==> config.mk <==
export PLATFORM = sky130hd
export DESIGN_NAME = api_frame_deframer_checksum
export DESIGN_NICKNAME = d
export VERILOG_FILES = /design/src/rtl/core/afdc_pkg.sv /design/src/rtl/core/api_frame_deframer_checksum.sv
export VERILOG_INCLUDE_DIRS = /design/src /design/src/rtl/core
export SDC_FILE = /design/constraint.sdc
export NUM_CORES = 1
export LEC_CHECK = 0
export BUFFER_PORTS_ARGS = -buffer_cell sky130_fd_sc_hd__buf_2
export CAP_MARGIN = 20
export CORE_MARGIN = 5
export CORE_UTILIZATION = 35
export CTS_BUF_LIST = sky130_fd_sc_hd__clkbuf_16
export CTS_CLUSTER_SIZE = 12
export DETAILED_ROUTE_END_ITERATION = 10
export GPL_TIMING_DRIVEN = 0
export PLACE_DENSITY = 0.5
export SLEW_MARGIN = 5
export SYNTH_ARGS = -nofsm -noshare
export SYNTH_HDL_FRONTEND = slang
export SYNTH_SLANG_ARGS = --single-unit
export TNS_END_PERCENT = 50
==> constraint.sdc <==
create_clock -name clock -period 5.8 [get_ports clock]
set_clock_uncertainty 0.2 [all_clocks]
set_input_delay 0.87 -clock clock [delete_from_list [all_inputs] [get_ports clock]]
set_output_delay 0.87 -clock clock [all_outputs]
set_load 0.02 [all_outputs]
==> src/rtl/core/api_frame_deframer_checksum_macros.svh <==
// Assertion macros shared by the frame deframer RTL.
`ifndef API_FRAME_DEFRAMER_CHECKSUM_MACROS_SVH
`define API_FRAME_DEFRAMER_CHECKSUM_MACROS_SVH

// Same-cycle implication, checked on every rising clock edge outside reset.
`define AFDC_ASSERT_SAME(label, clk, rst, ante, cons) \
   label: assert property (@(posedge clk) disable iff (rst) (ante) |-> (cons)) \
      else $error("deframer same-cycle check failed");

// Next-cycle implication, checked on every rising clock edge outside reset.
`define AFDC_ASSERT_NEXT(label, clk, rst, ante, cons) \
   label: assert property (@(posedge clk) disable iff (rst) (ante) |=> (cons)) \
      else $error("deframer next-cycle check failed");

`endif

==> src/rtl/core/afdc_pkg.sv <==
// Package with the constants and phase codes of the API frame deframer.
package afdc_pkg;

   // Field widths fixed by the frame format.
   localparam int DATA_W = 8;
   localparam int LEN_W  = 7;
   localparam int IDX_W  = 6;

   // Framing constants.
   localparam logic [DATA_W-1:0] START_BYTE = 8'h7E;
   localparam logic [DATA_W-1:0] CSUM_BASE  = 8'hFF;

   // Phase codes of the receive and replay sequencer.
   localparam int PH_W = 3;
   localparam logic [PH_W-1:0] PH_HUNT    = 3'd0;
   localparam logic [PH_W-1:0] PH_LEN_HI  = 3'd1;
   localparam logic [PH_W-1:0] PH_LEN_LO  = 3'd2;
   localparam logic [PH_W-1:0] PH_PAYLOAD = 3'd3;
   localparam logic [PH_W-1:0] PH_CHECK   = 3'd4;
   localparam logic [PH_W-1:0] PH_RD      = 3'd5;
   localparam logic [PH_W-1:0] PH_LOAD    = 3'd6;

   typedef logic [DATA_W-1:0] byte_type;

endpackage

==> src/rtl/core/api_frame_deframer_checksum.sv <==
// Top level of the API frame deframer with payload buffer and checksum check.

// The receiver takes one serial byte per request, one per cycle while req_stall is low. It
// hunts for the start byte 0x7E, reads a 16-bit big-endian length, and drops frames longer
// than csr_max_length (saturated at BUFFER_DEPTH). Payload bytes go into a buffer memory with
// one write port and a registered read port, and are summed on the fly. When the
// checksum byte equals 0xFF minus the low byte of that sum, the frame is replayed from the
// buffer on the rsp_ channel: each payload byte passes through a memory read, then the load
// of the output register, which waits while rsp_stall holds the output register. A valid
// empty frame gives one response with rsp_has_payload low, also after the read and load. During the
// replay req_stall is high. The buffer needs no clearing after reset: only bytes written in
// the current frame are ever read back. Configuration writes are always taken.
module api_frame_deframer_checksum #(
   parameter int BUFFER_DEPTH = 64
) (
   input  logic                          clock,
   input  logic                          reset,
   // Configuration write channel
   input  logic                          csr_valid,
   output logic                          csr_ready,
   input  logic [afdc_pkg::LEN_W-1:0]    csr_max_length,
   // Received byte channel
   input  logic                          req_valid,
   output logic                          req_stall,
   input  logic [afdc_pkg::DATA_W-1:0]   req_rx_byte,
   // Payload replay channel
   output logic                          rsp_valid,
   input  logic                          rsp_stall,
   output logic [afdc_pkg::DATA_W-1:0]   rsp_payload_byte,
   output logic [afdc_pkg::IDX_W-1:0]    rsp_byte_index,
   output logic [afdc_pkg::LEN_W-1:0]    rsp_frame_length,
   output logic                          rsp_has_payload,
   output logic                          rsp_last
);
   import afdc_pkg::*;

`include "api_frame_deframer_checksum_macros.svh"

   localparam int ADDR_W = (BUFFER_DEPTH > 1) ? $clog2(BUFFER_DEPTH) : 1;
   localparam logic [LEN_W-1:0] DEPTH_LEN = LEN_W'(BUFFER_DEPTH);

   // Control and payload registers.
   logic [PH_W-1:0]   phase_ff, phase_in;
   byte_type          length_high_ff, length_high_in;
   logic [LEN_W-1:0]  frame_len_ff, frame_len_in;
   logic [LEN_W-1:0]  byte_count_ff, byte_count_in;
   byte_type          running_sum_ff, running_sum_in;
   logic [LEN_W-1:0]  max_length_ff, max_length_in;
   logic [IDX_W-1:0]  rd_idx_ff, rd_idx_in;

   logic              rsp_valid_ff, rsp_valid_in;
   byte_type          rsp_payload_byte_ff, rsp_payload_byte_in;
   logic [IDX_W-1:0]  rsp_byte_index_ff, rsp_byte_index_in;
   logic [LEN_W-1:0]  rsp_frame_length_ff, rsp_frame_length_in;
   logic              rsp_has_payload_ff, rsp_has_payload_in;
   logic              rsp_last_ff, rsp_last_in;

   // Payload buffer and its registered read data.
   byte_type          payload_mem [BUFFER_DEPTH];
   byte_type          rd_data_ff;

   logic              req_accept;
   logic              out_free;
   logic              mem_we;
   logic [LEN_W-1:0]  limit;
   logic [2*DATA_W-1:0] len_word;
   logic              frame_empty;
   logic              replay_last;

   assign csr_ready = 1'b1;

   // Input is held off while the stored frame is replayed.
   assign req_stall  = (phase_ff == PH_RD) || (phase_ff == PH_LOAD);
   assign req_accept = req_valid && !req_stall;
   assign out_free   = !rsp_valid_ff || !rsp_stall;

   assign limit       = (max_length_ff > DEPTH_LEN) ? DEPTH_LEN : max_length_ff;
   assign len_word    = {length_high_ff, req_rx_byte};
   assign frame_empty = (frame_len_ff == '0);
   assign replay_last = frame_empty || (({1'b0, rd_idx_ff} + LEN_W'(1)) == frame_len_ff);

   assign mem_we = req_accept && (phase_ff == PH_PAYLOAD) && (byte_count_ff < DEPTH_LEN);

   // Receive sequencer, checksum accumulation and replay control.
   always_comb begin
      phase_in            = phase_ff;
      length_high_in      = length_high_ff;
      frame_len_in        = frame_len_ff;
      byte_count_in       = byte_count_ff;
      running_sum_in      = running_sum_ff;
      rd_idx_in           = rd_idx_ff;
      max_length_in       = csr_valid ? csr_max_length : max_length_ff;
      rsp_valid_in        = rsp_valid_ff && rsp_stall;
      rsp_payload_byte_in = rsp_payload_byte_ff;
      rsp_byte_index_in   = rsp_byte_index_ff;
      rsp_frame_length_in = rsp_frame_length_ff;
      rsp_has_payload_in  = rsp_has_payload_ff;
      rsp_last_in         = rsp_last_ff;

      case (phase_ff)
         PH_LEN_HI: begin
            if (req_accept) begin
               length_high_in = req_rx_byte;
               phase_in       = PH_LEN_LO;
            end
         end
         PH_LEN_LO: begin
            if (req_accept) begin
               if (len_word > {{(2*DATA_W-LEN_W){1'b0}}, limit}) begin
                  phase_in = PH_HUNT;
               end else begin
                  frame_len_in   = len_word[LEN_W-1:0];
                  byte_count_in  = '0;
                  running_sum_in = '0;
                  phase_in       = (len_word == '0) ? PH_CHECK : PH_PAYLOAD;
               end
            end
         end
         PH_PAYLOAD: begin
            if (req_accept) begin
               running_sum_in = running_sum_ff + req_rx_byte;
               byte_count_in  = byte_count_ff + LEN_W'(1);
               if ((byte_count_ff + LEN_W'(1)) >= frame_len_ff) begin
                  phase_in = PH_CHECK;
               end
            end
         end
         PH_CHECK: begin
            if (req_accept) begin
               rd_idx_in = '0;
               phase_in  = ((CSUM_BASE - running_sum_ff) == req_rx_byte) ? PH_RD : PH_HUNT;
            end
         end
         PH_RD: begin
            // The buffer read issued here lands in rd_data_ff next cycle.
            phase_in = PH_LOAD;
         end
         PH_LOAD: begin
            if (out_free) begin
               rsp_valid_in        = 1'b1;
               rsp_payload_byte_in = frame_empty ? '0 : rd_data_ff;
               rsp_byte_index_in   = rd_idx_ff;
               rsp_frame_length_in = frame_len_ff;
               rsp_has_payload_in  = !frame_empty;
               rsp_last_in         = replay_last;
               if (replay_last) begin
                  phase_in = PH_HUNT;
               end else begin
                  rd_idx_in = rd_idx_ff + IDX_W'(1);
                  phase_in  = PH_RD;
               end
            end
         end
         default: begin
            if (req_accept) begin
               phase_in = (req_rx_byte == START_BYTE) ? PH_LEN_HI : PH_HUNT;
            end
         end
      endcase
   end

   // Control registers.
   always_ff @(posedge clock) begin
      if (reset) begin
         phase_ff       <= PH_HUNT;
         length_high_ff <= '0;
         frame_len_ff   <= '0;
         byte_count_ff  <= '0;
         running_sum_ff <= '0;
         max_length_ff  <= LEN_W'(64);
         rd_idx_ff      <= '0;
         rsp_valid_ff   <= 1'b0;
      end else begin
         phase_ff       <= phase_in;
         length_high_ff <= length_high_in;
         frame_len_ff   <= frame_len_in;
         byte_count_ff  <= byte_count_in;
         running_sum_ff <= running_sum_in;
         max_length_ff  <= max_length_in;
         rd_idx_ff      <= rd_idx_in;
         rsp_valid_ff   <= rsp_valid_in;
      end
   end

   // Output payload registers.
   always_ff @(posedge clock) begin
      rsp_payload_byte_ff <= rsp_payload_byte_in;
      rsp_byte_index_ff   <= rsp_byte_index_in;
      rsp_frame_length_ff <= rsp_frame_length_in;
      rsp_has_payload_ff  <= rsp_has_payload_in;
      rsp_last_ff         <= rsp_last_in;
   end

   // Payload buffer: one write port for reception, one registered read for replay.
   always_ff @(posedge clock) begin
      if (mem_we) begin
         payload_mem[byte_count_ff[ADDR_W-1:0]] <= req_rx_byte;
      end
      rd_data_ff <= payload_mem[rd_idx_ff[ADDR_W-1:0]];
   end

   assign rsp_valid        = rsp_valid_ff;
   assign rsp_payload_byte = rsp_payload_byte_ff;
   assign rsp_byte_index   = rsp_byte_index_ff;
   assign rsp_frame_length = rsp_frame_length_ff;
   assign rsp_has_payload  = rsp_has_payload_ff;
   assign rsp_last         = rsp_last_ff;

   // A byte-carrying response always lies inside its frame.
   `AFDC_ASSERT_SAME(a_index_in_frame, clock, reset, rsp_valid_ff && rsp_has_payload_ff, ({1'b0, rsp_byte_index_ff} < rsp_frame_length_ff))
   // An empty-frame response is the only and last one of a zero-length frame.
   `AFDC_ASSERT_SAME(a_empty_is_last, clock, reset, rsp_valid_ff && !rsp_has_payload_ff, rsp_last_ff && (rsp_frame_length_ff == '0))
   // The receive counter never reaches the frame length while payload is expected.
   `AFDC_ASSERT_SAME(a_count_in_range, clock, reset, phase_ff == PH_PAYLOAD, byte_count_ff < frame_len_ff)
   // Loading the last response ends the replay and reopens the input.
   `AFDC_ASSERT_NEXT(a_replay_ends, clock, reset, (phase_ff == PH_LOAD) && out_free && replay_last, !req_stall)

endmodule
==> results of run 1 <==
[synthesized netlist by cell type (7+ instances only)]
| library cell | n |
|---|---|
| nor2_1 | 115 |
| o21ai_0 | 7 |
| ha_1 | 23 |
| edfxtp_1 | 535 |
| mux2i_1 | 23 |
| a21oi_1 | 18 |
| dfxtp_1 | 55 |
| nand3_1 | 13 |
| and2_1 | 9 |
| clkbuf_1 | 30 |
| a22oi_1 | 10 |
| mux4_2 | 168 |
| buf_1 | 11 |
| xnor2_1 | 10 |
| inv_1 | 14 |
| buf_2 | 14 |
| buf_6 | 9 |
| xor2_1 | 10 |
| nand2_1 | 33 |
| nor3_1 | 9 |
[layout by cell type (no fill, tap or decap), types with 4 or more instances in the layout]
master,synthesis,layout
a211oi_1,5,5
a21o_1,5,5
a21oi_1,18,17
a22oi_1,10,10
and2_1,9,9
and3_1,4,4
buf_1,11,11
buf_12,0,4
buf_2,14,53
buf_4,1,5
buf_6,9,10
bufinv_16,0,4
clkbuf_1,30,30
clkbuf_16,0,68
clkinv_1,0,14
clkinv_2,0,4
dfxtp_1,55,55
edfxtp_1,535,535
ha_1,23,23
inv_1,14,35
mux2i_1,23,23
mux4_2,168,168
nand2_1,33,33
nand3_1,13,13
nand4_1,5,5
nor2_1,115,115
nor2b_1,4,4
nor3_1,9,9
nor3b_1,4,4
nor4_1,5,5
o21ai_0,7,7
or3_1,5,5
xnor2_1,10,10
xor2_1,10,10
[power by group through the flow]
stage	registers, W	clock network [W]	logic [W]
final	0.00464	0.00393	0.000137
after global routing	0.00463	0.00420	0.000152
after CTS	0.00464	0.00402	0.000139
after detailed placement	0.00473	0	0.000139
after global placement	0.00473	0	0.000127
after floorplan	0.00473	0	0.0000423
[state kept, by name, summed over array words and instances, names as in the netlist]
| name | flops |
|---|---|
| rsp_payload_byte | 8 |
| running_sum_ff | 8 |
| rsp_has_payload | 1 |
| length_high_ff | 8 |
| rsp_last | 1 |
| rd_idx_ff | 6 |
| rd_data_ff | 8 |
| frame_len_ff | 7 |
| rsp_valid | 1 |
| phase_ff | 3 |
| byte_count_ff | 7 |
| rsp_byte_index | 6 |
| max_length_ff | 7 |
| payload_mem | 512 |
| rsp_frame_length | 7 |
[path summary, 6_finish.rpt]
| check | startpoint | slack (ns) | endpoint |
|---|---|---|---|
| max reg2reg | phase_ff[1] | 1.66 | payload_mem[22][3] |
| min reg2reg | rd_idx_ff[3] | 0.24 | rsp_byte_index[3] |
| min | rd_idx_ff[3] | 0.24 | rsp_byte_index[3] |
| max | phase_ff[1] | 1.66 | payload_mem[22][3] |
[cell type report]
type | instances | area, µm²
Buffer | 65 | 333
Clock buffer | 68 | 1700
Clock inverter | 47 | 312
Fill cell | 6060 | 40000
Inverter | 14 | 52.6
Multi-Input combinational cell | 534 | 6060
Sequential cell | 590 | 17200
Tap cell | 873 | 1090
Timing Repair Buffer | 49 | 344
[worst max-delay path, delay by kind of cell (launching register included)]
family / cells / cell delay, ns
flops: 1 / 0.43
simple gates: 4 / 3.14
[cell families (layout without fill, tap and decap cells)]
family | Yosys count | in the layout | share of synthesized area, %
buffers and inverters | 79 | 243 | 1.63
muxes | 191 | 191 | 17.0
DFF | 590 | 590 | 72.7
and+or+nand+nor | 225 | 225 | 4.44
other | 1 | 1 | 0.0159
adders and majority gates | 24 | 24 | 1.30
AOI/OAI and AO/OA | 73 | 73 | 2.14
xor gates and xnor gates | 20 | 20 | 0.742
[per-layer routing]
layer	global-route usage, %	part of all wire (%)	vias to the layer above
met3	3.20	5.2	65
met2	27.4	49	301
met4	3.24	1.5	0
met1	22.9	44	6284
met5	0	0	-
li1	-	-	5140
[stage by stage]
| step | area, µm² | std cells |
|---|---|---|
| global placement | 24900 | 2119 |
| detailed placement | 25000 | 2123 |
| finish | 27100 | 2240 |
| CTS | 27000 | 2238 |
| floorplan | 23600 | 1203 |
| global route | 27100 | 2240 |
==> impl_metrics.json, run 1 <==
{
  "finalWirelength_um": 60200,
  "gp_congestion": 0.790,
  "tns_ns": 0,
  "cts_htree_levels": 3,
  "drv_cap": 0,
  "num_rows": 95,
  "globalRouteTotalUtil_pct": 16.4,
  "slew_viol_final": 0,
  "grt_pass1_vias": 12211,
  "worstHoldPathType": "register to register",
  "antenna_found_initial": 2,
  "vias_per_cell": 5.26,
  "final_nets": 1364,
  "grt_pass1_wl_um": 87000,
  "clkTransAtPathRegs_ns": 0.06,
  "drt_pass1_iterations": 5,
  "irDropWorstVdd_mv": 0.178,
  "end_kind": "register",
  "cts_hold_buffers": 0,
  "pwr-share-clk_pct": 45.2,
  "p_sw_w": 0.00175,
  "portBuffers": 43,
  "setup_ws_ns": 1.66,
  "dieWidth_um": 270,
  "cp-start-kind": "register",
  "num_io_pins": 46,
  "seq_area_frac_synth_pct": 72.7,
  "path_class": "register to register",
  "worst_pin_slew_ns": 1.12,
  "grt_max_degree": 72,
  "syn_inst": 1203,
  "first_iter_violations": 1013,
  "clkSinkCount": 590,
  "p_sw_share_pct": 20.1,
  "synth_area_leaders": "edfxtp_1, mux4_2, dfxtp_1",
  "worst-r2r-cell-count": 4,
  "setup_viol": 0,
  "cts_root_buf": "clkbuf_16",
  "synthFlopType": "edfxtp_1",
  "n_antenna_cell": 0,
  "critPathSlowestCell": "nand4_1",
  "fin_crit_ns": 4.14,
  "die_height_um": 270,
  "final_antenna_net_count": 0,
  "fmax_ghz": 0.241,
  "syn-cell-area_mm2": 0.0236,
  "vias": 11790,
  "crit_chain": "nand2_1 > nor3b_1 > nand4_1 > nor2_1",
  "dieArea_mm2": 0.0727,
  "share_comb_of_total_power_pct": 1.6,
  "slowest_delay_ns": 1.07,
  "syn2layout_area_growth_pct": 14.7,
  "rsz0062_at_grt": "no",
  "core_mm2": 0.0670,
  "insertion_delay_ns": 0.61,
  "worstPathRequired_ns": 5.81,
  "async_flop_share_pct": 0,
  "drc_errors": 0,
  "worstPathMaxFanout": 9,
  "cts_buffers": 66,
  "relSlewSlack_pct": 25.4,
  "fin_crit_sh_pct": 71.4,
  "wire_per_inst_um": 26.9,
  "cts_tree": "yes",
  "cp.arrival_ns": 4.15,
  "final_util_pct": 40.4,
  "pre_cts_ws_ns": 1.17,
  "p_seq_share_pct": 53.3,
  "yosys_warnings": 0,
  "cts_setup_buffers": 0,
  "p_leak_nw": 8.61,
  "whs_ns": 0.242,
  "cts_buffer_depth": 3,
  "power.internal_w": 0.00695,
  "hold_viol_final": 0,
  "p_per_area_mw_per_mm2": 322,
  "synth_area_per_cell_um2": 19.6,
  "p_total_w": 0.00871,
  "cts_resized": 0,
  "dp_hpwl_um": 39300,
  "synth_fp_nets": 1247,
  "ys_ff_latch": 590,
  "status": "complete, no violations",
  "overflow": 0,
  "holdPathStages": 0,
  "netlist.area_leader.share_pct": 68.1,
  "synthDistinctLibCells": 57,
  "synth_largest_area_cell": "edfxtp_1",
  "initial_core_util_pct": 35.2,
  "drive_gt1_share_pct": 24.1,
  "synth-edff-count": 535
}
Power figures use the tool's default switching activity.
==> run 2, diff against run 1 <==
--- a/config.mk
+++ b/config.mk
@@ -14,7 +14,7 @@
 export CTS_CLUSTER_SIZE = 12
 export DETAILED_ROUTE_END_ITERATION = 10
 export GPL_TIMING_DRIVEN = 0
-export PLACE_DENSITY = 0.5
+export PLACE_DENSITY = 0.51
 export SLEW_MARGIN = 5
 export SYNTH_ARGS = -nofsm -noshare
 export SYNTH_HDL_FRONTEND = slang
==> constraint.sdc (replaced) <==
create_clock -name clock -period 3.7 [get_ports clock]
set_clock_uncertainty 0.2 [all_clocks]
set_input_delay 0.555 -clock clock [delete_from_list [all_inputs] [get_ports clock]]
set_output_delay 0.555 -clock clock [all_outputs]
set_load 0.02 [all_outputs]
==> impl_metrics.json, run 2 (same netlist as run 1, synthesis figures left out) <==
{
  "status": "complete, no violations",
  "vias": 11826,
  "worst-r2r-cell-count": 5,
  "rsz0062_at_grt": "yes",
  "filler_cell_count": 6033,
  "final_util_pct": 40.7,
  "initial_core_util_pct": 35.2,
  "pre_cts_ws_ns": -0.532,
  "holdPathEnd": "rsp_valid",
  "worstHoldStart": "rsp_stall",
  "drt_pass1_iterations": 4,
  "r2r_setup_slack_ns": 0.001,
  "first_iter_violations": 959,
  "grt_pass1_wl_um": 85600,
  "critPathSlowestCell": "nor2_1",
  "r2r_end": "payload_mem[52][3]",
  "largest_register_ffs": 512,
  "clkTransAtPathRegs_ns": 0.06,
  "regArea_mm2": 0.0172,
  "grt_pass1_vias": 12003,
  "insertion_delay_ns": 0.59,
  "num_io_pins": 46,
  "holdPathStages": 3,
  "dp_hpwl_um": 38500,
  "path_delay_family": "simple AND/OR/NAND/NOR gates",
  "worst_pin_slew_ns": 1.06,
  "worstPathRequired_ns": 3.71,
  "finalWirelength_um": 58900,
  "portBuffers": 43,
  "relSlewSlack_pct": 29.3,
  "antenna_found_initial": 3,
  "multiInputGateArea_mm2": 0.00613,
  "hold_viol_final": 0,
  "grt_max_degree": 72,
  "wire_per_inst_um": 26.2,
  "final_nets": 1374,
  "die_height_um": 270,
  "drive_gt1_share_pct": 26.4,
  "overflow": 0,
  "cp-start-kind": "register",
  "rr_startpoint": "phase_ff[1]",
  "globalRouteTotalUtil_pct": 16.0,
  "num_rows": 95,
  "n_antenna_cell": 0,
  "cts_htree_levels": 3,
  "slowest_delay_ns": 0.93,
  "place_area_mm2": 0.0250,
  "cts_buffers": 66,
  "p_leak_nw": 8.68,
  "irDropWorstVdd_mv": 0.285,
  "dieWidth_um": 270,
  "clkSinkCount": 590,
  "stdcell_area_mm2": 0.0273,
  "cts_buffer_depth": 3,
  "worstPathMaxFanout": 10,
  "dieArea_mm2": 0.0727,
  "end_kind": "register",
  "final_cell_mix": "edfxtp_1, mux4_2, nor2_1, clkbuf_16, dfxtp_1",
  "mostFrequentLayoutCell": "edfxtp_1",
  "final_antenna_net_count": 0,
  "vias_per_cell": 5.25,
  "setup_viol": 0,
  "syn2layout_area_growth_pct": 15.5,
  "cts_root_buf": "clkbuf_16",
  "worstHoldPathType": "primary input to register",
  "drv_cap": 0,
  "path_class": "register to register",
  "fin_crit_ns": 3.70,
  "setup_ws_ns": 0.00136,
  "fin_crit_sh_pct": 100,
  "drc_errors": 0,
  "crit_chain": "clkbuf_1 > nand4b_1 > nor2_1 > nand3_1 > nor2_1",
  "p_per_area_mw_per_mm2": 504,
  "fmax_ghz": 0.270,
  "core_mm2": 0.0670,
  "critPathMostFrequentCell": "nor2_1",
  "slew_viol_final": 0,
  "gp_congestion": 0.808,
  "cts_tree": "yes",
  "cp.arrival_ns": 3.71,
  "cp_num_buf_inv": 1
}
## run 2: worst max path at each step
stage,start,to,slack [ns],cells past startpoint
detailed placement,req_valid,payload_mem[6][2],-0.53,4
global placement,phase_ff[1],rd_idx_ff[3],-0.73,7
global route,phase_ff[1],payload_mem[36][6],-0.22,5
floorplan,phase_ff[1],rd_idx_ff[5],0.55,7
finish,phase_ff[1],payload_mem[52][3],0.001,5
CTS,phase_ff[2],payload_mem[47][3],-0.25,4
## run 2: final cells by class
cell class	count	share of cell area [%]
plain buffers	65	1.25
clock buffers	69	6.33
clock inverters	48	1.25
inverters	14	0.193
multi-input cells	534	22.5
flip-flops and latches	590	62.9
well taps	873	4.00
repair buffers	59	1.56
## run 2: stage by stage
stage               instances  hold slack, ns  power [W]  TNS (ns)
floorplan                1203           0.203    0.00748         0
global placement         2119           0.274    0.00761   -105.25
detailed placement       2123           0.283    0.00763   -101.09
CTS                      2251          0.0866     0.0139    -35.82
global route             2252           0.121     0.0142    -11.71
finish                   2252           0.112     0.0137         0
## run 2: worst reg2reg max path, stage by stage, from the launching register on
cell	delay, ns
dfxtp_1	0.41
clkbuf_1	0.38
nand4b_1	0.39
nor2_1	0.33
nand3_1	0.69
nor2_1	0.93
## run 2: routing by layer
metal	GRT usage (%)	vias up	share of wire [%]
met3	3.73	59	5.8
li1	-	5158	-
met4	4.20	0	1.8
met1	22.4	6334	44
met5	0	-	0
met2	25.7	275	48
## run 2: what timing repair did
action,4_1_cts,5_1_grt
pin swaps,1,0
setup buffers,4,0
hold endpoints to repair,7,0
hold buffers,7,0
gates resized for setup,13,14
endpoints found under the setup margin,289,286
## run 2: where the power goes
group	total, W	switching [W]	internal, W
Sequential	0.00727	0.00000535	0.00726
Clock	0.00625	0.00260	0.00365
Combinational	0.000220	0.000165	0.0000552
